--- config.mk ---
export PLATFORM = sky130hd
export DESIGN_NAME = sdf_fifo
export DESIGN_NICKNAME = d
export VERILOG_FILES = /design/src/rtl/sdf_pkg.sv /design/src/rtl/sdf_fifo.sv
export SDC_FILE = /design/constraint.sdc
export NUM_CORES = 1
export LEC_CHECK = 0
export ABC_AREA = 0
export BUFFER_PORTS_ARGS = -buffer_cell sky130_fd_sc_hd__buf_2
export CAP_MARGIN = 40
export CORE_ASPECT_RATIO = 1.2
export CORE_MARGIN = 8
export CORE_UTILIZATION = 50
export CTS_BUF_LIST = sky130_fd_sc_hd__clkbuf_8
export CTS_CLUSTER_SIZE = 10
export DETAILED_ROUTE_END_ITERATION = 10
export GPL_TIMING_DRIVEN = 1
export HOLD_SLACK_MARGIN = 0.15
export MAX_ROUTING_LAYER = met4
export PLACE_DENSITY = 0.88
export SKIP_LAST_GASP = 1
export SLEW_MARGIN = 20
export SYNTH_ARGS = -nofsm -noshare
export SYNTH_HDL_FRONTEND = slang
export SYNTH_SLANG_ARGS = --single-unit
--- constraint.sdc ---
create_clock -name clk -period 2.6 [get_ports clk]
set_input_delay 0.52 -clock clk [delete_from_list [all_inputs] [get_ports clk]]
set_output_delay 0.52 -clock clk [all_outputs]
set_load 0.005 [all_outputs]
--- src/rtl/sdf_pkg.sv ---
// shared types, constants and helpers for the distance field texel block
`timescale 1ns / 1ps
`default_nettype none

package sdf_pkg;

  localparam int DEF_MAX_SRC_SIDE = 256;
  localparam int MAX_RADIUS       = 16;
  localparam int FIFO_DEPTH       = 2;

  // code arithmetic constants
  localparam logic signed [21:0] CODE_MID  = 22'sd32512;
  localparam logic [19:0]        CODE_GAIN = 20'd127;
  localparam logic [7:0]         CODE_MAX  = 8'd255;

  typedef enum logic [2:0] {
    REG_SRC_WIDTH       = 3'd0,
    REG_SRC_HEIGHT      = 3'd1,
    REG_DST_WIDTH       = 3'd2,
    REG_DST_HEIGHT      = 3'd3,
    REG_SEARCH_RADIUS   = 3'd4,
    REG_ALPHA_THRESHOLD = 3'd5,
    REG_WRAP_HORIZONTAL = 3'd6,
    REG_WRAP_VERTICAL   = 3'd7
  } reg_idx_t;

  typedef enum logic {
    FUNC_WRITE = 1'b0,
    FUNC_QUERY = 1'b1
  } func_t;

  typedef struct packed {
    logic [8:0] src_width;
    logic [8:0] src_height;
    logic [8:0] dst_width;
    logic [8:0] dst_height;
    logic [4:0] search_radius;
    logic [7:0] alpha_threshold;
    logic       wrap_horizontal;
    logic       wrap_vertical;
  } cfg_t;

  // queue entry: a pixel write or a mapped query
  typedef struct packed {
    logic       query;
    logic [8:0] x;
    logic [8:0] y;
    logic [7:0] alpha;
  } item_t;

  typedef struct packed {
    logic full;
    logic empty;
  } fifo_status_t;

  typedef enum logic [2:0] {
    F_IDLE, F_MA, F_MB, F_MD, F_MN, F_DIV, F_CLAMP, F_PUSH
  } front_state_t;

  typedef enum logic [3:0] {
    B_IDLE, B_START, B_CENTER, B_WRAPX, B_WRAPY, B_SCAN, B_DRAIN,
    B_SQINIT, B_SQRT, B_MUL, B_DIV, B_FIN
  } back_state_t;

  // zero counts as one, anything above top counts as top
  function automatic logic [8:0] clamp_side(logic [8:0] v, logic [8:0] top);
    logic [8:0] res;
    if (v == 9'd0) res = 9'd1;
    else if (v > top) res = top;
    else res = v;
    return res;
  endfunction

endpackage

`default_nettype wire

--- src/rtl/sdf_fifo.sv ---
// two-entry queue between the front and back parts
`timescale 1ns / 1ps
`default_nettype none

module sdf_fifo import sdf_pkg::*; (
  input  logic         clk,
  input  logic         rst,
  input  logic         push,
  input  item_t        push_item,
  input  logic         pop,
  output item_t        pop_item,
  output fifo_status_t status
);

  localparam int PtrW = (FIFO_DEPTH > 1) ? $clog2(FIFO_DEPTH) : 1;
  localparam int CntW = $clog2(FIFO_DEPTH + 1);

  item_t           slots [FIFO_DEPTH];
  logic [PtrW-1:0] wr_ptr;
  logic [PtrW-1:0] rd_ptr;
  logic [CntW-1:0] count;

  assign status.full  = (count == CntW'(FIFO_DEPTH));
  assign status.empty = (count == '0);
  assign pop_item     = slots[rd_ptr];

  // storage
  always_ff @(posedge clk) begin
    if (push) begin
      slots[wr_ptr] <= push_item;
    end
  end

  // pointers and fill count
  always_ff @(posedge clk) begin
    if (rst) begin
      wr_ptr <= '0;
      rd_ptr <= '0;
      count  <= '0;
    end else begin
      if (push) begin
        wr_ptr <= (wr_ptr == PtrW'(FIFO_DEPTH - 1)) ? '0 : wr_ptr + 1'b1;
      end
      if (pop) begin
        rd_ptr <= (rd_ptr == PtrW'(FIFO_DEPTH - 1)) ? '0 : rd_ptr + 1'b1;
      end
      if (push && !pop) count <= count + 1'b1;
      else if (pop && !push) count <= count - 1'b1;
    end
  end

endmodule

`default_nettype wire

# Word level (Yosys, flattened, before mapping)
# Memory sizes are Yosys's and may differ from the RTL's. A register that Yosys moved wholly into a read port is not among the register bits.
# Index checks and enable logic that the tools add are counted.
# op_classes
addsub,4
n_eq_ne,1
n_mux,8
reduce_logical,6
# ops
op,n
2-to-1 mux 1 bit,6
2-to-1 mux 2 bit,2
adder 1 bit (second input constant),2
adder 2 x 1 -> 2 bit (second input constant),1
== test 2 bit (second input constant),1
logical AND 1 bit,2
logical NOT 1 bit,2
logical NOT 2 bit,1
nonzero test 2 bit,1
subtractor 2 x 1 -> 2 bit (second input constant),1
# word_totals
reg_bits,4
mem_bits_rw,54
input_bits,31
out_inout_bits,29
elab_cells,23
memories,1
# memory_table
name,words,width,rd,rd_ports_with_merged_regs,wr,line,source
slots,2,27,1,1,1,sdf_fifo.sv:18,item_t slots [FIFO_DEPTH];

# Depth between registers and ports, before layout
# Gate-level depths: netlist of the first run.
# depth
depth_word,4
mapped_depth,5
depth_no_buf,5

# Least setup slack after synthesis of the first run
# No wires, ideal clock.
# synth_timing
path_type,in2reg
start,in push
end,"mem slots[0][0] (netlist name), enable pin"
setup_time_ns,0.414
t_arrival_ns,1.754
required_ns,2.186
slack_ns,0.432
stages,1
n_path_buf,0
path_cell_list,nor2b_1
# synth_between
elab_chain_cells,2
# synth_lines
element,line,source
"start, declared",sdf_fifo.sv:8,"input logic push,"
2-to-1 mux 1 bit,sdf_fifo.sv:29,if (push) begin
2-to-1 mux 1 bit (not written as such),sdf_fifo.sv:30,slots[wr_ptr] <= push_item;
"end, declared",sdf_fifo.sv:18,
# Every way passes these cells.

==> results.toml, run 1 <==
[sta]
fin_ws_ns = 0.612
setup_viol = 0
clock.fmax_mhz = 503
maxSlewHeadroom_pct = 72.8
clock_skew_ns = 0.0120
hold_viol = 0
period_share_pct = 76.5
rsz0062_at_grt = "false"
maxSlewViolCount = 0
tns_ns = 0
post-route-min-period_ns = 1.99
max_slew.worst_pin.slew_ns = 0.406

[synthesis]
seq_area_frac_synth_pct = 80.0
synth-compound-area-share_pct = 0.465
syn_inst = 106
synthesis.area_mm2 = 0.00215
synth-simple-area-share_pct = 2.15
ys_seq_elements = 59
muxShareOfSynthArea_pct = 14.1
yosysWarnings = 0
syn-num-nets = 138
synth_top_family_by_area = "multiplexers"
synth.avg_cell_area_um2 = 20.3
synth_cell_types = 16
synth_xor_area_share_pct = 1.63
synthAdderAreaFrac_pct = 0.581

[drt]
wl_mm = 3.98
ant_nets = 0
route.vias.total = 1153
avgViaCountPerCell = 4.86
dr_wl_met3_um = 248
wl_met2_mm = 2.22
wl_per_cell_um = 16.8
route.detailed.drc = 0
first_pass_iters = 4
drt-met1-wl_mm = 1.47
first_iter_violations = 70
top_layer = "met4"

[clock_network]
clk_pin_slew_ns = 0.07
htreeDepth = 3
hold_buffers = 0
post_cts_buffers = 0
cts_sinks = 59
clk_latency_ns = 0.32
cts_resized = 0
clockRootBuffer = "clkbuf_8"
cts_buffer_depth = 2
cts_made_buffers = 9
tritoncts = "yes"

[global_route]
grt_pass1_vias = 1337
grt_pass1_wl_mm = 6.15
grt_max_degree = 28
grtUsageTotal_pct = 12.4
grt_overflow = 0
antenna_found_initial = 0

[die]
floorplan.core_area_mm2 = 0.00420
die_w_um = 75.9
rows = 26
dieArea_mm2 = 0.00667
initial_core_util_pct = 51.3
die_y_um = 87.9
ios = 60

[power_and_ir_drop]
sw_frac_of_total_pct = 20.2
p_switching_uw = 439
power.internal_mw = 1.73
p_comb_share_pct = 10.2
peakVddDrop_uv = 651
p_leak_nw = 1.07
p_clk_share_pct = 38.1
p_per_area_mw_per_mm2 = 792
seqPwrFrac_pct = 51.7
p_total_mw = 2.17

[worst_setup_path]
crit_arrival_ns = 1.47
criticalPathCategory = "flip-flop to output pin"
reg2reg_from = "wr_ptr"
slowest_stage = "mux2_2"
rrSetupSlack_ns = 1.21
slowest_delay_ns = 0.39
worstSetupEndpointType = "output pin"
required_ns = 2.08
crit_fanout = 27
rr_endpoint = "slots[1][4]"
cp-start-kind = "flip-flop"
cp_cell_sequence = "buf_4 > mux2_2 > buf_2"
r2r_cells = 2
crit_end = "pop_item[13]"

[place]
hpwl_mm = 2.88
port_buffers = 59
placed_area_mm2 = 0.00254
routabilityCongestion = 0.682
place_ws_ns = 0.924

[finish]
layout_common_cells = "59 x buf_2, 54 x edfxtp_1, 27 x mux2_2"
fin_nets = 208
final_area_mm2 = 0.00274
n_antenna_cell = 0
drive_gt1_share_pct = 58.0
mostFrequentLayoutCell = "buf_2"
area_growth_pct = 27.4

[status]
status = "complete, no violations"

[min_path]
hp-start = "push_item[20]"
hold_class = "input port to flip-flop"

[flow_run]
maxCapViolCount = 0
-- metal layers --
metal	up-vias	track usage, %
li1	546	-
met1	559	11.2
met2	42	22.7
met3	6	4.72
met4	0	5.36
met5	-	-
-- registers in the layout (all words and copies together), names as in the netlist, named ones only --
name	count
wr_ptr	1
count	2
rd_ptr	1
slots	54
-- cell families (layout without fill, tap and decap cells) --
kind of cell | count (synthesis) | after routing
DFF | 59 | 59
muxes | 27 | 27
buffers and inverters | 4 | 79
AOI/OAI and AO/OA | 2 | 2
xor gates and xnor gates | 4 | 4
adders and majority gates | 1 | 1
and+or+nand+nor | 9 | 9
-- worst max-delay path, delay by kind of cell, from the launching register on --
family / cells / cell delay [ns]
multiplexers: 1 / 0.39
buffers and inverters: 2 / 0.46
flip-flops: 1 / 0.30
-- synth_stat cells, drive strengths merged --
library cell	instances	area share (%)
a21oi	1	0.23
and2	1	0.29
and2b	1	0.41
buf	3	0.93
dfxtp	5	4.6
edfxtp	54	75
ha	1	0.58
inv	1	0.17
mux2	27	14
nor2	5	0.87
nor2b	1	0.29
o21ai	1	0.23
or3	1	0.29
xnor2	2	0.81
xor2	2	0.81
-- how the worst min path moves through the flow --
stage,cells after the start,end,slack [ns]
after floorplan,2,count[1],0.46
final,1,slots[1][20],0.38
after CTS,1,slots[1][20],0.37
after detailed placement,2,rd_ptr,0.52
after global placement,2,count[1],0.47
after global routing,1,slots[1][21],0.37
-- area by class of cell --
| type | count | area (um^2) |
|---|---|---|
| tap | 56 | 70.1 |
| inverter | 1 | 3.75 |
| timing repair buffer | 62 | 330 |
| sequential | 59 | 1720 |
| multi-input combinational | 43 | 410 |
| clock buffer | 12 | 165 |
| clock inverter | 4 | 42.5 |
| fill | 306 | 1450 |
-- power by group through the flow --
stage / combinational (mW) / clock, mW / sequential [mW]
after floorplan: 0.120 / 0 / 1.14
after global placement: 0.214 / 0 / 1.14
after detailed placement: 0.226 / 0 / 1.14
after CTS: 0.227 / 0.848 / 1.12
after global routing: 0.242 / 0.884 / 1.13
final: 0.221 / 0.828 / 1.12
-- through the flow --
stage / cells / hold slack (ns) / util (%)
finish: 237 / 0.382 / 65.4
global route: 237 / 0.373 / 65.4
CTS: 237 / 0.372 / 65.4
detailed placement: 221 / 0.518 / 60.4
global placement: 221 / 0.474 / 60.4
floorplan: 106 / 0.461 / -
No activity file was read; power rests on OpenSTA's default activity.
==> run 2, diff against run 1 <==
==> constraint.sdc (replaced) <==
create_clock -name clk -period 1.9 [get_ports clk]
set_input_delay 0.38 -clock clk [delete_from_list [all_inputs] [get_ports clk]]
set_output_delay 0.38 -clock clk [all_outputs]
set_load 0.005 [all_outputs]
==> run 2 against run 1 <==
Clock power is 20% higher. Via count is 1.2% lower. Routed wire length is 3.7% lower. Sequential share of layout area is 0.43 points higher. Global-route usage is 0.14 points higher. Design area is 0.68% lower. Highest routed layer unchanged.
==> results.toml, run 2 (same netlist as run 1, synthesis figures left out) <==
[status]
status = "complete, no violations"

[sta]
hold_viol = 0
post-route-min-period_ns = 1.73
tns_ns = 0
clock_skew_ns = 0.00536
period_share_pct = 91.1
rsz0062_at_grt = "false"
setup_viol = 0
fin_hold_ws_ns = 0.251
maxSlewViolCount = 0
fin_ws_ns = 0.168
clock.fmax_mhz = 577
maxSlewHeadroom_pct = 85.6
max_slew.worst_pin.slew_ns = 0.216

[worst_setup_path]
crit_arrival_ns = 1.35
cp_cell_sequence = "buf_12 > mux2_2 > buf_2"
required_ns = 1.52
rr_endpoint = "slots[1][12]"
slowest_delay_ns = 0.36
worstSetupEndpointType = "output pin"
path_buf_inv = 2
criticalPathCategory = "flip-flop to output pin"
r2r_cells = 2
rrSetupSlack_ns = 0.82
critical_path.top_delay_family = "multiplexers"
reg2reg_from = "wr_ptr"
slowest_stage = "mux2_2"
cp-start-kind = "flip-flop"
crit_fanout = 27

[clock_network]
htreeDepth = 3
cts_buffer_depth = 2
post_cts_buffers = 0
clk_latency_ns = 0.32
cts_resized = 0
cts_sinks = 59
clk_pin_slew_ns = 0.06
hold_buffers = 0
cts_made_buffers = 9
tritoncts = "yes"
clockRootBuffer = "clkbuf_8"

[flow_run]
maxCapViolCount = 0

[min_path]
worstHoldEndpoint = "slots[1][7]"
hold_class = "input port to flip-flop"
hp-start = "push_item[7]"
hold-path-cell-count = 1

[finish]
largest_reg_flops = 54
stdcell_count = 238
area_growth_pct = 26.6
regMostFlops = "slots"
n_antenna_cell = 0
top_regs = "slots: 54 flops, count: 2 flops"
mostFrequentLayoutCell = "buf_2"
layout_common_cells = "59 x buf_2, 54 x edfxtp_1, 27 x mux2_2"
drive_gt1_share_pct = 57.1
fin_nets = 210

[drt]
route.detailed.drc = 0
route.vias.total = 1139
avgViaCountPerCell = 4.79
first_iter_violations = 47
wl_per_cell_um = 16.1
ant_nets = 0
first_pass_iters = 2
wl_mm = 3.83

[die]
floorplan.core_area_mm2 = 0.00420
ios = 60
die_w_um = 75.9
rows = 26
die_y_um = 87.9
initial_core_util_pct = 51.3
dieArea_mm2 = 0.00667

[power_and_ir_drop]
p_per_area_mw_per_mm2 = 1040
p_leak_nw = 1.06
p_total_mw = 2.84
peakVddDrop_uv = 596

[place]
hpwl_mm = 2.81
routabilityCongestion = 0.678
place_ws_ns = 0.474
dpl.cell_count = 223
port_buffers = 59

[global_route]
grt_pass1_wl_mm = 6.08
grt_pass1_vias = 1297
grtUsageTotal_pct = 12.5
grt_max_degree = 28
grt_overflow = 0
antenna_found_initial = 0
run 2: cell types whose count changed in the layout (fill, tap and decap cells not counted):
| cell | previous run | this run |
|---|---|---|
| clkbuf_8 | 12 | 9 |
| buf_4 | 2 | 4 |
| clkinv_1 | 0 | 2 |
run 2: worst register-to-register path: stages (launching register included):
cell     delay [ns]
dfxtp_1        0.37
and2_1         0.16
buf_4          0.25
run 2: cell type report:
type,count,area [um^2]
well taps,56,70.1
flip-flops and latches,59,1720
multi-input cells,43,410
clock buffers,9,124
repair buffers,64,345
fillers,291,1470
inverters,1,3.75
clock inverters,6,50.0
run 2: metrics by stage:
stage	utilization [%]	cell area, um^2
2_1_floorplan	-	2160
3_3_place_gp	60.8	2550
3_5_place_dp	60.8	2550
4_1_cts	64.9	2730
5_1_grt	64.9	2730
6_report	64.9	2730
run 2: per-layer routing:
layer	track usage [%]	up-vias	routed length, um
met3	4.72	10	284
met2	21.2	42	2000
met5	-	-	0
met4	9.64	0	89
li1	-	549	-
met1	11.3	538	1460
run 2: worst max-delay path by stage:
stage,to,slack [ns],cells past startpoint,start
after floorplan,slots[0][0],0.37,1,push
after global routing,pop_item[16],0.09,3,flip-flop
after global placement,pop_item[1],0.50,3,flip-flop
after CTS,pop_item[16],0.14,3,flip-flop
final,pop_item[16],0.17,3,flip-flop
after detailed placement,count[1],0.47,5,pop
run 2: where the power goes:
group / total [mW] / internal, mW / switching (mW)
logic: 0.307 / 0.164 / 0.142
clock network: 0.992 / 0.577 / 0.415
registers: 1.54 / 1.51 / 0.0262
total: 2.84 / 2.25 / 0.584
==> run 3, diff against run 2 <==
--- a/config.mk
+++ b/config.mk
@@ -6,6 +6,7 @@
 export NUM_CORES = 1
 export LEC_CHECK = 0
 export ABC_AREA = 0
+export ABC_CLOCK_PERIOD_IN_PS = 1900
 export BUFFER_PORTS_ARGS = -buffer_cell sky130_fd_sc_hd__buf_2
 export CAP_MARGIN = 40
 export CORE_ASPECT_RATIO = 1.2
@@ -17,7 +18,7 @@
 export GPL_TIMING_DRIVEN = 1
 export HOLD_SLACK_MARGIN = 0.15
 export MAX_ROUTING_LAYER = met4
-export PLACE_DENSITY = 0.88
+export PLACE_DENSITY = 0.8
 export SKIP_LAST_GASP = 1
 export SLEW_MARGIN = 20
 export SYNTH_ARGS = -nofsm -noshare
==> constraint.sdc (replaced) <==
create_clock -name clk -period 1.9 [get_ports clk]
set_input_delay 0.095 -clock clk [delete_from_list [all_inputs] [get_ports clk]]
set_output_delay 0.095 -clock clk [all_outputs]
set_load 0.005 [all_outputs]
==> run 3 against run 2 <==
Clock power down 0.9%. Clock-buffer cell count unchanged. Worst setup slack better by 0.18 ns. Core utilization up 6.8 points. Die area unchanged. Cell count up 13%.
==> results.toml, run 3 (same netlist as run 1, synthesis figures left out) <==
[status]
status = "complete, no violations"

[drt]
first_pass_iters = 4
wl_mm = 4.04
route.detailed.drc = 0
avgViaCountPerCell = 4.78
ant_nets = 0
wl_per_cell_um = 15.1
route.vias.total = 1280
first_iter_violations = 29

[die]
dieArea_mm2 = 0.00667
die_y_um = 87.9
floorplan.core_area_mm2 = 0.00420
ios = 60
die_w_um = 75.9
initial_core_util_pct = 51.3
rows = 26

[worst_setup_path]
crit_fanout = 27
required_ns = 1.80
crit_arrival_ns = 1.46
worstSetupEndpointType = "output pin"
reg2reg_from = "wr_ptr"
cp-start-kind = "flip-flop"
rrSetupSlack_ns = 0.81
criticalPathCategory = "flip-flop to output pin"

[power_and_ir_drop]
p_leak_nw = 1.18
peakVddDrop_uv = 631
p_per_area_mw_per_mm2 = 953

[sta]
setup_viol = 0
clock_skew_ns = 0.00376
rsz0062_at_grt = "false"
tns_ns = 0
max_slew.worst_pin.slew_ns = 0.335
period_share_pct = 81.8
maxSlewHeadroom_pct = 77.7
maxSlewViolCount = 0
hold_viol = 0
post-route-min-period_ns = 1.55
clock.fmax_mhz = 644

[global_route]
grtUsageTotal_pct = 12.9
antenna_found_initial = 0
met1_usage_pct = 10.9
grt_pass1_vias = 1444
grt_pass1_wl_mm = 6.32
met2_usage_pct = 23.6
grt_overflow = 0
grt_max_degree = 28
met3_usage_pct = 4.52
busiest_layer = "met2"

[finish]
drive_gt1_share_pct = 48.6
fillers = 277
layout.area.seq_mm2 = 0.00172
multi_input_area_um2 = 410
n_antenna_cell = 0
area_growth_pct = 39.9
layout_common_cells = "59 x buf_2, 54 x edfxtp_1, 30 x dlygate4sd3_1"
largest_reg_flops = 54
fin_nets = 240
mostFrequentLayoutCell = "buf_2"
fin_util_pct = 71.8
top_regs = "slots: 54 flops, count: 2 flops"
regMostFlops = "slots"

[place]
port_buffers = 59
routabilityCongestion = 0.679
hpwl_mm = 2.81

[clock_network]
post_cts_buffers = 0
cts_made_buffers = 9
clk_latency_ns = 0.32
clockRootBuffer = "clkbuf_8"
clk_pin_slew_ns = 0.06
tritoncts = "yes"
htreeDepth = 3
cts_sinks = 59
cts_buffer_depth = 2

[flow_run]
maxCapViolCount = 0

[min_path]
hp-start = "push_item[2]"
hold_class = "input port to flip-flop"
## run 3: cell count changes in the layout (fill, tap and decap cells not counted)
cell           change
buf_4              +1
dlygate4sd3_1     +30
clkinv_2           -1
inv_1              -1
clkinv_1           +2
buf_12             -1
## run 3: per-layer routing
metal  wire, um  vias to the layer above
met5          0                        -
met4         76                        0
met3        182                        6
met2       2370                       38
met1       1410                      627
li1           -                      609
## run 3: worst max-delay path, cell delays in order, from the launching register on
cell     delay [ns]
dfxtp_1        0.30
buf_4          0.32
mux2_2         0.39
buf_2          0.14
## run 3: timing repair
item                                   4_1_cts  5_1_grt
resized for setup                            0        0
hold buffers                                30        0
endpoints found under the hold margin       59        0
## run 3: cell type report
class                   count  area share [%]
clock inverters             6            1.62
flip-flops and latches     59            57.2
repair buffers             94            21.0
multi-input cells          43            13.6
well taps                  56            2.33
inverters                   1           0.125
clock buffers               9            4.11
## run 3: final timing paths
check / endpoint / cells past startpoint
worst max-delay path: pop_item[14] / 3
worst max register to register: slots[1][10] / 2
worst min-delay path: slots[1][2] / 2
worst min register to register: count[1] / 2
## run 3: power breakdown
part           leakage, nW  total [mW]  switching [mW]  internal, mW
clock network       0.0904       0.983           0.408         0.575
registers            0.548        1.54          0.0261          1.51
logic                0.538       0.350           0.151         0.199
## run 3: through the flow
| stage | hold slack, ns | std cells | setup slack (ns) | cell area (um^2) | power, mW |
|---|---|---|---|---|---|
| 4_1_cts | 0.489 | 268 | 0.316 | 3010 | 2.91 |
| 2_1_floorplan | 0.164 | 106 | 0.444 | 2160 | 1.72 |
| 5_1_grt | 0.494 | 268 | 0.267 | 3010 | 2.99 |
| 3_3_place_gp | 0.284 | 223 | 0.685 | 2540 | 1.85 |
| 3_5_place_dp | 0.287 | 223 | 0.660 | 2540 | 1.87 |
| 6_report | 0.502 | 268 | 0.347 | 3010 | 2.87 |
