[src/rtl/sdf_pkg.sv]
// shared types, constants and helpers for the distance field texel block
`timescale 1ns / 1ps
`default_nettype none

package sdf_pkg;

  localparam int DEF_MAX_SRC_SIDE = 256;
  localparam int MAX_RADIUS       = 16;
  localparam int FIFO_DEPTH       = 2;

  // code arithmetic constants
  localparam logic signed [21:0] CODE_MID  = 22'sd32512;
  localparam logic [19:0]        CODE_GAIN = 20'd127;
  localparam logic [7:0]         CODE_MAX  = 8'd255;

  typedef enum logic [2:0] {
    REG_SRC_WIDTH       = 3'd0,
    REG_SRC_HEIGHT      = 3'd1,
    REG_DST_WIDTH       = 3'd2,
    REG_DST_HEIGHT      = 3'd3,
    REG_SEARCH_RADIUS   = 3'd4,
    REG_ALPHA_THRESHOLD = 3'd5,
    REG_WRAP_HORIZONTAL = 3'd6,
    REG_WRAP_VERTICAL   = 3'd7
  } reg_idx_t;

  typedef enum logic {
    FUNC_WRITE = 1'b0,
    FUNC_QUERY = 1'b1
  } func_t;

  typedef struct packed {
    logic [8:0] src_width;
    logic [8:0] src_height;
    logic [8:0] dst_width;
    logic [8:0] dst_height;
    logic [4:0] search_radius;
    logic [7:0] alpha_threshold;
    logic       wrap_horizontal;
    logic       wrap_vertical;
  } cfg_t;

  // queue entry: a pixel write or a mapped query
  typedef struct packed {
    logic       query;
    logic [8:0] x;
    logic [8:0] y;
    logic [7:0] alpha;
  } item_t;

  typedef struct packed {
    logic full;
    logic empty;
  } fifo_status_t;

  typedef enum logic [2:0] {
    F_IDLE, F_MA, F_MB, F_MD, F_MN, F_DIV, F_CLAMP, F_PUSH
  } front_state_t;

  typedef enum logic [3:0] {
    B_IDLE, B_START, B_CENTER, B_WRAPX, B_WRAPY, B_SCAN, B_DRAIN,
    B_SQINIT, B_SQRT, B_MUL, B_DIV, B_FIN
  } back_state_t;

  // zero counts as one, anything above top counts as top
  function automatic logic [8:0] clamp_side(logic [8:0] v, logic [8:0] top);
    logic [8:0] res;
    if (v == 9'd0) res = 9'd1;
    else if (v > top) res = top;
    else res = v;
    return res;
  endfunction

endpackage

`default_nettype wire

[src/rtl/sdf_front.sv]
// front part: takes items, drops out-of-range writes, maps query texels to source pixels
`timescale 1ns / 1ps
`default_nettype none

module sdf_front import sdf_pkg::*; #(
  parameter int MAX_SRC_SIDE = DEF_MAX_SRC_SIDE
) (
  input  logic         clk,
  input  logic         rst,
  input  cfg_t         cfg,
  input  logic         in_valid,
  output logic         in_ready,
  input  logic         func,
  input  logic [7:0]   coord_x,
  input  logic [7:0]   coord_y,
  input  logic [7:0]   pixel_alpha,
  output logic         push,
  output item_t        push_item,
  input  fifo_status_t fstat
);

  localparam int SideTop = (MAX_SRC_SIDE > 511) ? 511 : MAX_SRC_SIDE;

  front_state_t state, state_next;

  logic              axis;
  logic [7:0]        cx, cy;
  logic [17:0]       prod_a;
  logic signed [19:0] prod_b;
  logic [18:0]       den;
  logic [27:0]       rem;
  logic [27:0]       dsh;
  logic [8:0]        quo;
  logic [3:0]        step;
  logic [8:0]        xo, yo;

  logic [8:0]        s, w, d1, wm1, qpos;
  logic [7:0]        c;
  logic signed [9:0] sdiff;
  logic signed [28:0] numv;
  logic [25:0]       ac;
  logic              ge, wr_ok, accept;

  // per-axis operands
  always_comb begin
    s     = axis ? clamp_side(cfg.src_height, 9'(SideTop))
                 : clamp_side(cfg.src_width, 9'(SideTop));
    w     = axis ? clamp_side(cfg.dst_height, 9'd511)
                 : clamp_side(cfg.dst_width, 9'd511);
    c     = axis ? cy : cx;
    wm1   = w - 9'd1;
    d1    = (w > 9'd1) ? wm1 : 9'd1;
    sdiff = $signed({1'b0, s}) - $signed({1'b0, w});
    ac    = 26'(prod_a) * 26'(c);
    numv  = $signed({2'b00, ac, 1'b0}) + 29'(prod_b);
    ge    = (rem >= dsh);
    qpos  = (quo > s - 9'd1) ? s - 9'd1 : quo;
    wr_ok = (int'(coord_x) < MAX_SRC_SIDE) && (int'(coord_y) < MAX_SRC_SIDE);
  end

  assign accept = in_valid && in_ready;

  // state register
  always_ff @(posedge clk) begin
    if (rst) begin
      state <= F_IDLE;
    end else begin
      state <= state_next;
    end
  end

  // next state and queue outputs
  always_comb begin
    state_next = state;
    in_ready   = 1'b0;
    push       = 1'b0;
    push_item  = '{query: 1'b0, x: 9'(coord_x), y: 9'(coord_y), alpha: pixel_alpha};
    case (state)
      F_IDLE: begin
        in_ready = !fstat.full;
        if (accept) begin
          if (func == FUNC_WRITE) push = wr_ok;
          else state_next = F_MA;
        end
      end
      F_MA: state_next = F_MB;
      F_MB: state_next = F_MD;
      F_MD: state_next = F_MN;
      F_MN: state_next = numv[28] ? F_CLAMP : F_DIV;
      F_DIV: begin
        if ((step == 4'd9 && ge) || step == 4'd0) state_next = F_CLAMP;
      end
      F_CLAMP: state_next = axis ? F_PUSH : F_MA;
      F_PUSH: begin
        push_item = '{query: 1'b1, x: xo, y: yo, alpha: 8'd0};
        if (!fstat.full) begin
          push       = 1'b1;
          state_next = F_IDLE;
        end
      end
      default: state_next = F_IDLE;
    endcase
  end

  // mapping datapath
  always_ff @(posedge clk) begin
    case (state)
      F_IDLE: begin
        if (accept) begin
          cx   <= coord_x;
          cy   <= coord_y;
          axis <= 1'b0;
        end
      end
      F_MA: prod_a <= 18'(s) * 18'(wm1);
      F_MB: prod_b <= 20'(sdiff) * $signed({11'b0, d1});
      F_MD: den <= {18'(18'(w) * 18'(d1)), 1'b0};
      F_MN: begin
        rem  <= numv[27:0];
        dsh  <= {den, 9'b0};
        step <= 4'd9;
        quo  <= '0;
      end
      F_DIV: begin
        if (step == 4'd9) begin
          if (ge) quo <= 9'h1FF;
        end else begin
          if (ge) rem <= rem - dsh;
          quo <= {quo[7:0], ge};
        end
        dsh  <= dsh >> 1;
        step <= step - 4'd1;
      end
      F_CLAMP: begin
        if (axis) yo <= qpos;
        else xo <= qpos;
        axis <= 1'b1;
      end
      default: ;
    endcase
  end

endmodule

`default_nettype wire

[config.mk]
export PLATFORM = sky130hd
export DESIGN_NAME = sdf_front
export DESIGN_NICKNAME = d
export VERILOG_FILES = /design/src/rtl/sdf_pkg.sv /design/src/rtl/sdf_front.sv
export SDC_FILE = /design/constraint.sdc
export NUM_CORES = 1
export LEC_CHECK = 0
export BUFFER_PORTS_ARGS = -buffer_cell sky130_fd_sc_hd__buf_2
export CAP_MARGIN = 20
export CORE_UTILIZATION = 40
export CTS_BUF_LIST = sky130_fd_sc_hd__clkbuf_4
export DETAILED_ROUTE_END_ITERATION = 6
export GPL_TIMING_DRIVEN = 1
export PLACE_DENSITY = 0.61
export SLEW_MARGIN = 25
export SYNTH_ARGS = -nofsm -noshare
export SYNTH_HDL_FRONTEND = slang
export SYNTH_SLANG_ARGS = --single-unit
[constraint.sdc]
create_clock -name clk -period 7.71 [get_ports clk]
set_input_delay 0.771 -clock clk [delete_from_list [all_inputs] [get_ports clk]]
set_output_delay 0.771 -clock clk [all_outputs]
set_load 0.05 [all_outputs]
**After elaboration in Yosys (flattened, before gate mapping)**

Cells that the tools add are included.

- Add/sub/neg operators: 6
- Multiply operators: 4
- Order comparisons: 7
- Equality and inequality tests: 15
- Mux-type cells: 36
- Bitwise logic cells: 1
- Reductions and logical operators: 19

Operators by type and width:

| kind | number |
|---|---|
| $mux W9 | 14 |
| $pmux W28 S2 | 2 |
| $mux W28 | 2 |
| $gt A9 B9 Y1 const B | 4 |
| $logic_not A9 Y1 | 4 |
| $mul A9 B9 Y18 | 2 |
| $add A28 B20 Y29 | 1 |
| $ge A28 B28 Y1 | 1 |
| $sub A28 B28 Y28 | 1 |
| $mux W27 | 1 |
| $mul A18 B8 Y26 | 1 |
| $pmux W3 S8 | 1 |
| $mul A10 B10 Y20 | 1 |
| $pmux W9 S2 | 1 |
| $sub A9 B1 Y9 const B | 2 |
| $mux W3 | 5 |
| $eq A3 B3 Y1 const B | 4 |
| $ne A2 B2 Y1 const B | 6 |
| $reduce_and A2 Y1 | 5 |
| $sub A9 B9 Y10 | 1 |
| $gt A9 B1 Y1 const B | 1 |
| $gt A9 B9 Y1 | 1 |
| $mux W8 | 1 |
| $pmux W4 S2 | 1 |
| other kinds (17) | 25 |

- Register bits after elaboration: 163
- Input port bits: 81
- Output and inout port bits: 29
- Logic and storage cells: 101

**Depth between registers and ports, before layout**

Gate-level depths: netlist of run 1.

- Word-level depth: 7
- Gate-level depth with buffers: 36

**Least setup slack after synthesis of run 1**

Ideal clock, no wire load.

- Path type: input-to-reg
- Start point: in cfg[39] in the netlist's numbering
- End point: reg prod_b[19] (data pin)
- Arrival time: 8139 ps
- Required time: 7449 ps
- Path slack: -690 ps
- Cell stages on the path: 35
- Cells stage by stage: or4_1 -> nor4_1 -> o21ai_0 -> o31a_1 -> clkbuf_1 -> ha_1 -> inv_1 -> a21oi_1 -> o21ai_0 -> a21oi_1 -> o21bai_1 -> a21oi_1 -> o21bai_1 -> xor2_1 -> nand2_1 -> fa_1 -> inv_1 -> fa_1 -> inv_1 -> fa_1 -> inv_1 -> fa_1 -> inv_1 -> fa_1 -> inv_1 -> ha_1 -> o21a_1 -> o21a_1 -> o21ai_0 -> nor2_1 -> o31ai_1 -> a2111oi_0 -> a2111oi_1 -> a21oi_1 -> xnor2_1

- Longest elaborated chain between the ends: 6
- Elaborated cells between the ends (all ways): 7
- Those cells by class: 1 x add/sub; 1 x mul; 1 x order compare; 3 x mux; 1 x reduce/logical

RTL lines:

| element | RTL line | text |
|---|---|---|
| from (decl) | sdf_front.sv:10 | `input cfg_t cfg,` |
| $gt A9 B9 Y1 | sdf_pkg.sv:69 | `else if (v > top) res = top;` |
| $mux W9 | sdf_pkg.sv:69 |  |
| $mux W9 * | sdf_pkg.sv:68 | `if (v == 9'd0) res = 9'd1;` |
| $mux W9 * | sdf_front.sv:46 | `s = axis ? clamp_side(cfg.src_height, 9'(SideTop))` |
| $sub A9 B9 Y10 * | sdf_front.sv:53 | `sdiff = $signed({1'b0, s}) - $signed({1'b0, w});` |
| $mul A10 B10 Y20 * | sdf_front.sv:116 | `F_MB: prod_b <= 20'(sdiff) * $signed({11'b0, d1});` |
| to (signal assigned) | sdf_front.sv:116 |  |
| to (decl) | sdf_front.sv:29 | `logic signed [19:0] prod_b;` |

Every way passes the cells marked *; elsewhere a longest branch is shown, timed or not.
A chain may end at the register's enable or synchronous reset.

**Final worst setup path of run 1**

- Start point: reg axis
- End point: reg prod_b[19] (data pin)

- Longest elaborated chain between the ends: 4
- Elaborated cells between the ends (all ways): 7
- Those cells by class: 2 x add/sub; 1 x mul; 1 x order compare; 3 x mux

RTL lines:

| element | RTL line | text |
|---|---|---|
| from (decl) | sdf_front.sv:26 | `logic axis;` |
| from (signal assigned) | sdf_front.sv:112 | `axis <= 1'b0;` |
| from (signal assigned) | sdf_front.sv:137 | `axis <= 1'b1;` |
| $mux W9 | sdf_front.sv:48 | `w = axis ? clamp_side(cfg.dst_height, 9'd511)` |
| $sub A9 B1 Y9 / $gt A9 B1 Y1 (equally long branches) | sdf_front.sv:51, sdf_front.sv:52 |  |
| $mux W9 | sdf_front.sv:52 | `d1 = (w > 9'd1) ? wm1 : 9'd1;` |
| $mul A10 B10 Y20 * | sdf_front.sv:116 |  |

Marks and branches as above.

==> metrics.yaml, run 1 <==
run_status:
  outcome: "complete, no violations"
sta:
  grt_setup_unrepaired: "yes"
  fin_crit_ns: 7.52
  maxSlewViolCount: 0
  period_share_pct: 97.6
  final_hold_viol_count: 0
  slew_headroom_pct: 35.1
  fmax_mhz: 133
  clock_skew_ns: 0.0387
  worstMarginPinSlew_ns: 0.972
  setup_viol: 0
hold_path:
  hold_depth: 1
  hold_class: "in2reg"
clocking:
  htree_levels: 4
  cts_root_buf: "clkbuf_4"
  cts_buffer_depth: 2
  cts_sinks: 163
  clkSlewWorstSetupHoldPaths_ns: 0.15
  cts_made_buffers: 17
  cts_tree: "done"
  worstSkewPairLatency_ns: 0.64
critical_path:
  worstSetupEndpoint: "prod_b[19]$_DFFE_PP_"
  required_ns: 8.09
  critPathKind: "reg2reg"
  arrival_ns: 7.90
  cp_slowest_cell: "fa_1"
  max_stage_delay_ns: 0.55
  cpMostUsedCell: "fa_1"
  cp_num_buf_inv: 6
  r2r-end: "prod_b[19]$_DFFE_PP_"
  r2r_slack_ns: 0.19
  timing.critical_path.to_type: "flop"
  path_depth: 34
  startpoint: "axis$_DFFE_PP_"
  r2r_cells: 34
  path_max_fanout: 5
  critPathLaunchType: "flop"
  crit_family: "adder cells"
  r2r_start: "axis$_DFFE_PP_"
placement:
  gp_congestion: 0.898
  portBuffers: 93
  hpwl_um: 47800
routing:
  vias_per_cell: 5.13
  wire_per_inst_um: 16.4
  drc: 0
  drtIter0Drc: 1087
  ant_nets: 0
  dr.pass1.iters: 6
  routed_wl_um: 57800
  via_count: 18100
cells_and_area:
  finish.utilization_pct: 45.8
  multiInputGateArea_sq_mm: 0.0167
  nets: 3355
  layout-drive-gt1-share_pct: 13.3
  final.fill_count: 5536
  syn2layout_area_growth_pct: 12.2
  seq_area_sq_mm: 0.00486
synth:
  synth_warnings: 0
  synth_seq_cells: 163
  seq_area_frac_synth_pct: 21.0
  ys_top_cells_by_area: "fa_1 24%, edfxtp_1 21%, ha_1 13%, inv_1 7.2%, nand2_1 5.2%"
  synthArstFlopShare_pct: 0
  yosysUniqueCellTypes: 81
  synth_largest_area_cell: "fa_1"
  avgSynthCellArea_sq_um: 9.06
  synth_nets: 3166
  netlist.area_leader.share_pct: 24.1
  synth_ff_type: "edfxtp_1"
  yosysMostFrequentCell: "inv_1"
  netlist_top_cells_count: "447 x inv_1, 319 x nand2_1, 279 x fa_1"
  synthCells: 2560
  synth_area_sq_mm: 0.0232
  synth-edff-count: 160
global_routing:
  grt-ovfl-total: 0
  grt_pass1_vias: 18200
  antenna_found_initial: 1
  grt_pass1_wl_um: 93600
  grt.total_usage_pct: 19.8
  grt_max_degree: 79
die:
  core_area_sq_mm: 0.0568
  rows: 87
  dieArea_sq_mm: 0.0590
  die_x_um: 243
  fp.dieH_um: 243
  start_util_pct: 40.8
  boundaryPins: 110
flow_run:
  maxCapViolCount: 0
[per-layer routing]
layer / vias to the layer above / track usage, % / routed length (um)
met5: - / 0 / 0
met4: 0 / 5.97 / 1740
met3: 77 / 2.49 / 2620
met2: 419 / 32.0 / 26500
met1: 8901 / 27.6 / 27000
li1: 8668 / - / -
[metrics by stage]
stage                     area, sq um  instances  TNS, ns  hold WS, ns  worst slack, ns
after detailed placement        25400       3473    -1.54        0.512           -0.538
after floorplan                 23300       2560   -0.454        0.496           -0.291
after global routing            26000       3519   -0.335        0.281           -0.150
after global placement          25400       3471    -1.09        0.507           -0.402
final                           26000       3520        0        0.330            0.187
after CTS                       25700       3505        0        0.261           0.0469
[cell usage in the layout, fill, tap and decap left out, drive strengths merged, types with 14 or more instances in the layout]
master | Yosys | layout
o21ai | 94 | 94
a21oi | 106 | 106
a211oi | 18 | 18
nand2b | 20 | 20
nor3 | 28 | 28
xnor2 | 102 | 102
and2 | 118 | 118
xor2 | 30 | 30
o21bai | 17 | 17
nand2 | 319 | 319
mux2 | 15 | 15
ha | 246 | 246
mux2i | 15 | 15
edfxtp | 160 | 160
o21a | 32 | 32
clkbuf | 47 | 19
a21o | 37 | 37
fa | 279 | 279
nor2b | 22 | 22
nor4 | 14 | 14
nor2 | 209 | 209
inv | 450 | 458
buf | 16 | 232
nand3 | 27 | 27
[flip-flops by register name, summed over array words and instances (netlist names)]
signal	count
rem	28
prod_a	18
quo	9
cy	8
cx	8
axis	1
den	18
yo	9
step	4
prod_b	20
dsh	28
state	3
xo	9
[logic make-up (layout without fill, tap and decap cells)]
| kind of cell | count (synthesis) | count (layout) | synth area share, % |
|---|---|---|---|
| AO/OA/AOI/OAI | 383 | 383 | 10.6 |
| XOR/XNOR | 132 | 132 | 5.10 |
| adder cells (fa/ha/maj) | 525 | 525 | 37.3 |
| buffers and inverters | 518 | 720 | 8.53 |
| flip-flops | 163 | 163 | 21.0 |
| multiplexers | 30 | 30 | 1.39 |
| other | 0 | 2 | 0 |
| AND/OR/NAND/NOR | 809 | 809 | 16.0 |
[final cells by class]
class / count / area share [%]
diodes: 2 / 0.0192
clock inverters: 14 / 0.457
flip-flops and latches: 163 / 18.7
multi-input cells: 1879 / 64.1
clock buffers: 18 / 0.519
inverters: 455 / 6.57
well taps: 756 / 3.64
repair buffers: 233 / 6.05
[worst min path at each step]
stage,start,end,slack (ns)
3_3_place_gp,den[13]$_DFFE_PN_,dsh[22]$_DFFE_PP_,0.51
4_1_cts,coord_y[3],cy[3]$_DFFE_PP_,0.26
5_1_grt,coord_y[3],cy[3]$_DFFE_PP_,0.28
2_1_floorplan,den[1]$_DFFE_PN_,dsh[10]$_DFFE_PP_,0.50
6_report,coord_y[3],cy[3]$_DFFE_PP_,0.33
3_5_place_dp,den[14]$_DFFE_PN_,dsh[23]$_DFFE_PP_,0.51
[worst register-to-register path: cells and delay by family (launching register included)]
family	cells	cell delay [ns]
compound gates	12	2.01
xor+xnor	2	0.29
fa+ha+maj	8	3.30
buf+inv	6	0.58
flops	1	0.47
simple gates	6	0.61
[what timing repair did]
| item | 4_1_cts | 5_1_grt |
|---|---|---|
| setup endpoints to repair | 0 | 12 |
| hold buffers | 0 | 0 |
| setup buffers | 0 | 12 |
| resized for setup | 0 | 41 |
Power of run 1 is left out: the tool's default activity adds up to more than one toggle a clock period on the data nets, which glitch-free logic cannot reach.
==> inputs of run 2 (changes only) <==
==> constraint.sdc (replaced) <==
create_clock -name clk -period 7.71 [get_ports clk]
set_input_delay 0 -clock clk [delete_from_list [all_inputs] [get_ports clk]]
set_output_delay 0 -clock clk [all_outputs]
set_load 0.05 [all_outputs]
==> run 2 against run 1 <==
Net effect: utilization decreased by 0.23 points; clock-buffer cell count decreased by 1; via count decreased by 0.18%; die area unchanged; largest cell class unchanged.
==> metrics.yaml, run 2 (synthesis results as in run 1) <==
placement:
  gp_congestion: 0.876  # -2.5%
  dp_cells: 3434  # -1.1%
  portBuffers: 93  # unchanged
  post-place-ws_ns: -0.165  # +0.373 ns
  hpwl_um: 48200  # +0.82%
die:
  core_area_sq_mm: 0.0568  # unchanged
  start_util_pct: 40.8  # unchanged
  boundaryPins: 110  # unchanged
  rows: 87  # unchanged
  fp.dieH_um: 243  # unchanged
  dieArea_sq_mm: 0.0590  # unchanged
  die_x_um: 243  # unchanged
global_routing:
  grt_max_degree: 88  # +11%
  grt-ovfl-total: 0  # unchanged
  grt.total_usage_pct: 20.2  # +0.35 points
  grt_pass1_wl_um: 95700  # +2.2%
  antenna_found_initial: 1  # unchanged
  grt_pass1_vias: 18400  # +1.1%
run_status:
  outcome: "complete, no violations"
clocking:
  worstSkewPairLatency_ns: 0.64  # about the same
  cts_buffer_depth: 2  # unchanged
  cts_made_buffers: 17  # unchanged
  cts_sinks: 163  # unchanged
  cts_root_buf: "clkbuf_4"
  cts_tree: "done"
  clkSlewWorstSetupHoldPaths_ns: 0.16  # about the same
  htree_levels: 4  # unchanged
critical_path:
  arrival_ns: 7.84  # -0.06 ns
  path_max_fanout: 7  # +2
  critPathKind: "reg2reg"
  max_stage_delay_ns: 0.53  # -0.02 ns
  timing.critical_path.to_type: "flop"
  cp_slowest_cell: "edfxtp_1"
  critPathLaunchType: "flop"
  required_ns: 8.09  # about the same
  cpMostUsedCell: "fa_1"
sta:
  fmax_mhz: 134  # +0.89%
  maxSlewViolCount: 0  # unchanged
  setup_ws_ns: 0.253  # +0.0663 ns
  setup_viol: 0  # unchanged
  fin_crit_ns: 7.46  # -0.0663 ns
  grt_setup_unrepaired: "yes"
  worstMarginPinSlew_ns: 0.918  # -0.0545 ns
  slew_headroom_pct: 38.8  # +3.8 points
  final_hold_viol_count: 0  # unchanged
  period_share_pct: 96.7  # -0.86 points
  clock_skew_ns: 0.0320  # -0.00672 ns
  setup-tns-final_ns: 0  # unchanged
routing:
  vias_per_cell: 5.15  # +0.31%
  dr.pass1.iters: 5  # -1
  drc: 0  # unchanged
  drtIter0Drc: 1122  # +3.2%
  wire_per_inst_um: 16.8  # +2.3%
  routed_wl_um: 58900  # +1.8%
  via_count: 18000  # -0.18%
  ant_nets: 0  # unchanged
cells_and_area:
  syn2layout_area_growth_pct: 11.6
  finish.utilization_pct: 45.6  # -0.23 points
  layout_commonest_cell: "inv_1"
  seq_area_sq_mm: 0.00486  # unchanged
  mostFrequentLayoutCells: "447 x inv_1, 316 x nand2_1, 277 x fa_1"
  layout-drive-gt1-share_pct: 11.7  # -1.6 points
  reg_top3: "dsh x28, rem x28, prod_b x20"
  stdcell_count: 3503  # -0.48%
  nets: 3339  # -0.48%
  final.fill_count: 5551  # +0.27%
  multiInputGateArea_sq_mm: 0.0166  # -0.46%
flow_run:
  maxCapViolCount: 0  # unchanged
hold_path:
  hold_class: "in2reg"
-- run 2: cell types whose count changed in the layout (fill, tap and decap cells not counted), sizes merged --
cell and delta:
buf -35, clkbuf -1, clkinv +2, diode -1, dlygate4sd3 +19, inv -1
-- run 2: critical path: cells and delay by family, from the launching register on --
| kind | cells | cell delay, ns |
|---|---|---|
| xor gates and xnor gates | 2 | 0.38 |
| buffers and inverters | 9 | 0.96 |
| DFF | 1 | 0.53 |
| adders and majority gates | 7 | 3.03 |
| AOI/OAI and AO/OA | 11 | 1.91 |
| and+or+nand+nor | 4 | 0.41 |
-- run 2: per-stage QoR --
step                hold slack [ns]  instance area [sq um]
floorplan                    0.0989                  23200
global placement              0.198                  25100
detailed placement            0.199                  25100
CTS                          0.0317                  25600
global route                 0.0587                  25900
finish                       0.0898                  25900
-- run 2: final cells by class --
type	instances	share of cell area (%)
repair buffers	217	5.82
inverters	455	6.60
clock buffers	17	0.493
clock inverters	15	0.556
well taps	756	3.65
flip-flops and latches	163	18.8
diodes	1	0.00967
multi-input cells	1879	64.1
-- run 2: repair_timing --
item | CTS | global route
hold buffers | 19 | 0
endpoints found under the hold margin | 19 | 0
gates resized for setup | 0 | 39
buffers inserted | 2 | 13
endpoints found under the setup margin | 2 | 9
gates cloned | 0 | 2
pin swaps | 2 | 30
-- run 2: final timing paths --
check / startpoint / endpoint / slack, ns / cells after the start
setup / recovery: axis$_DFFE_PP_ / prod_b[19]$_DFFE_PP_ / 0.25 / 33
hold reg to reg: den[2]$_DFFE_PN_ / dsh[11]$_DFFE_PP_ / 0.54 / 2
setup reg to reg: axis$_DFFE_PP_ / prod_b[19]$_DFFE_PP_ / 0.25 / 33
hold / removal: coord_y[7] / cy[7]$_DFFE_PP_ / 0.09 / 2
-- run 2: routing by layer --
metal | vias up | GRT usage [%] | wire length (um) | share of wire (%)
li1 | 8632 | - | - | -
met1 | 8890 | 28.2 | 27400 | 46
met2 | 447 | 33.2 | 27600 | 47
met3 | 64 | 2.39 | 2840 | 4.8
met4 | 0 | 4.75 | 1090 | 1.9
met5 | - | 0 | 0 | 0
Power of run 2 is left out for the same reason.
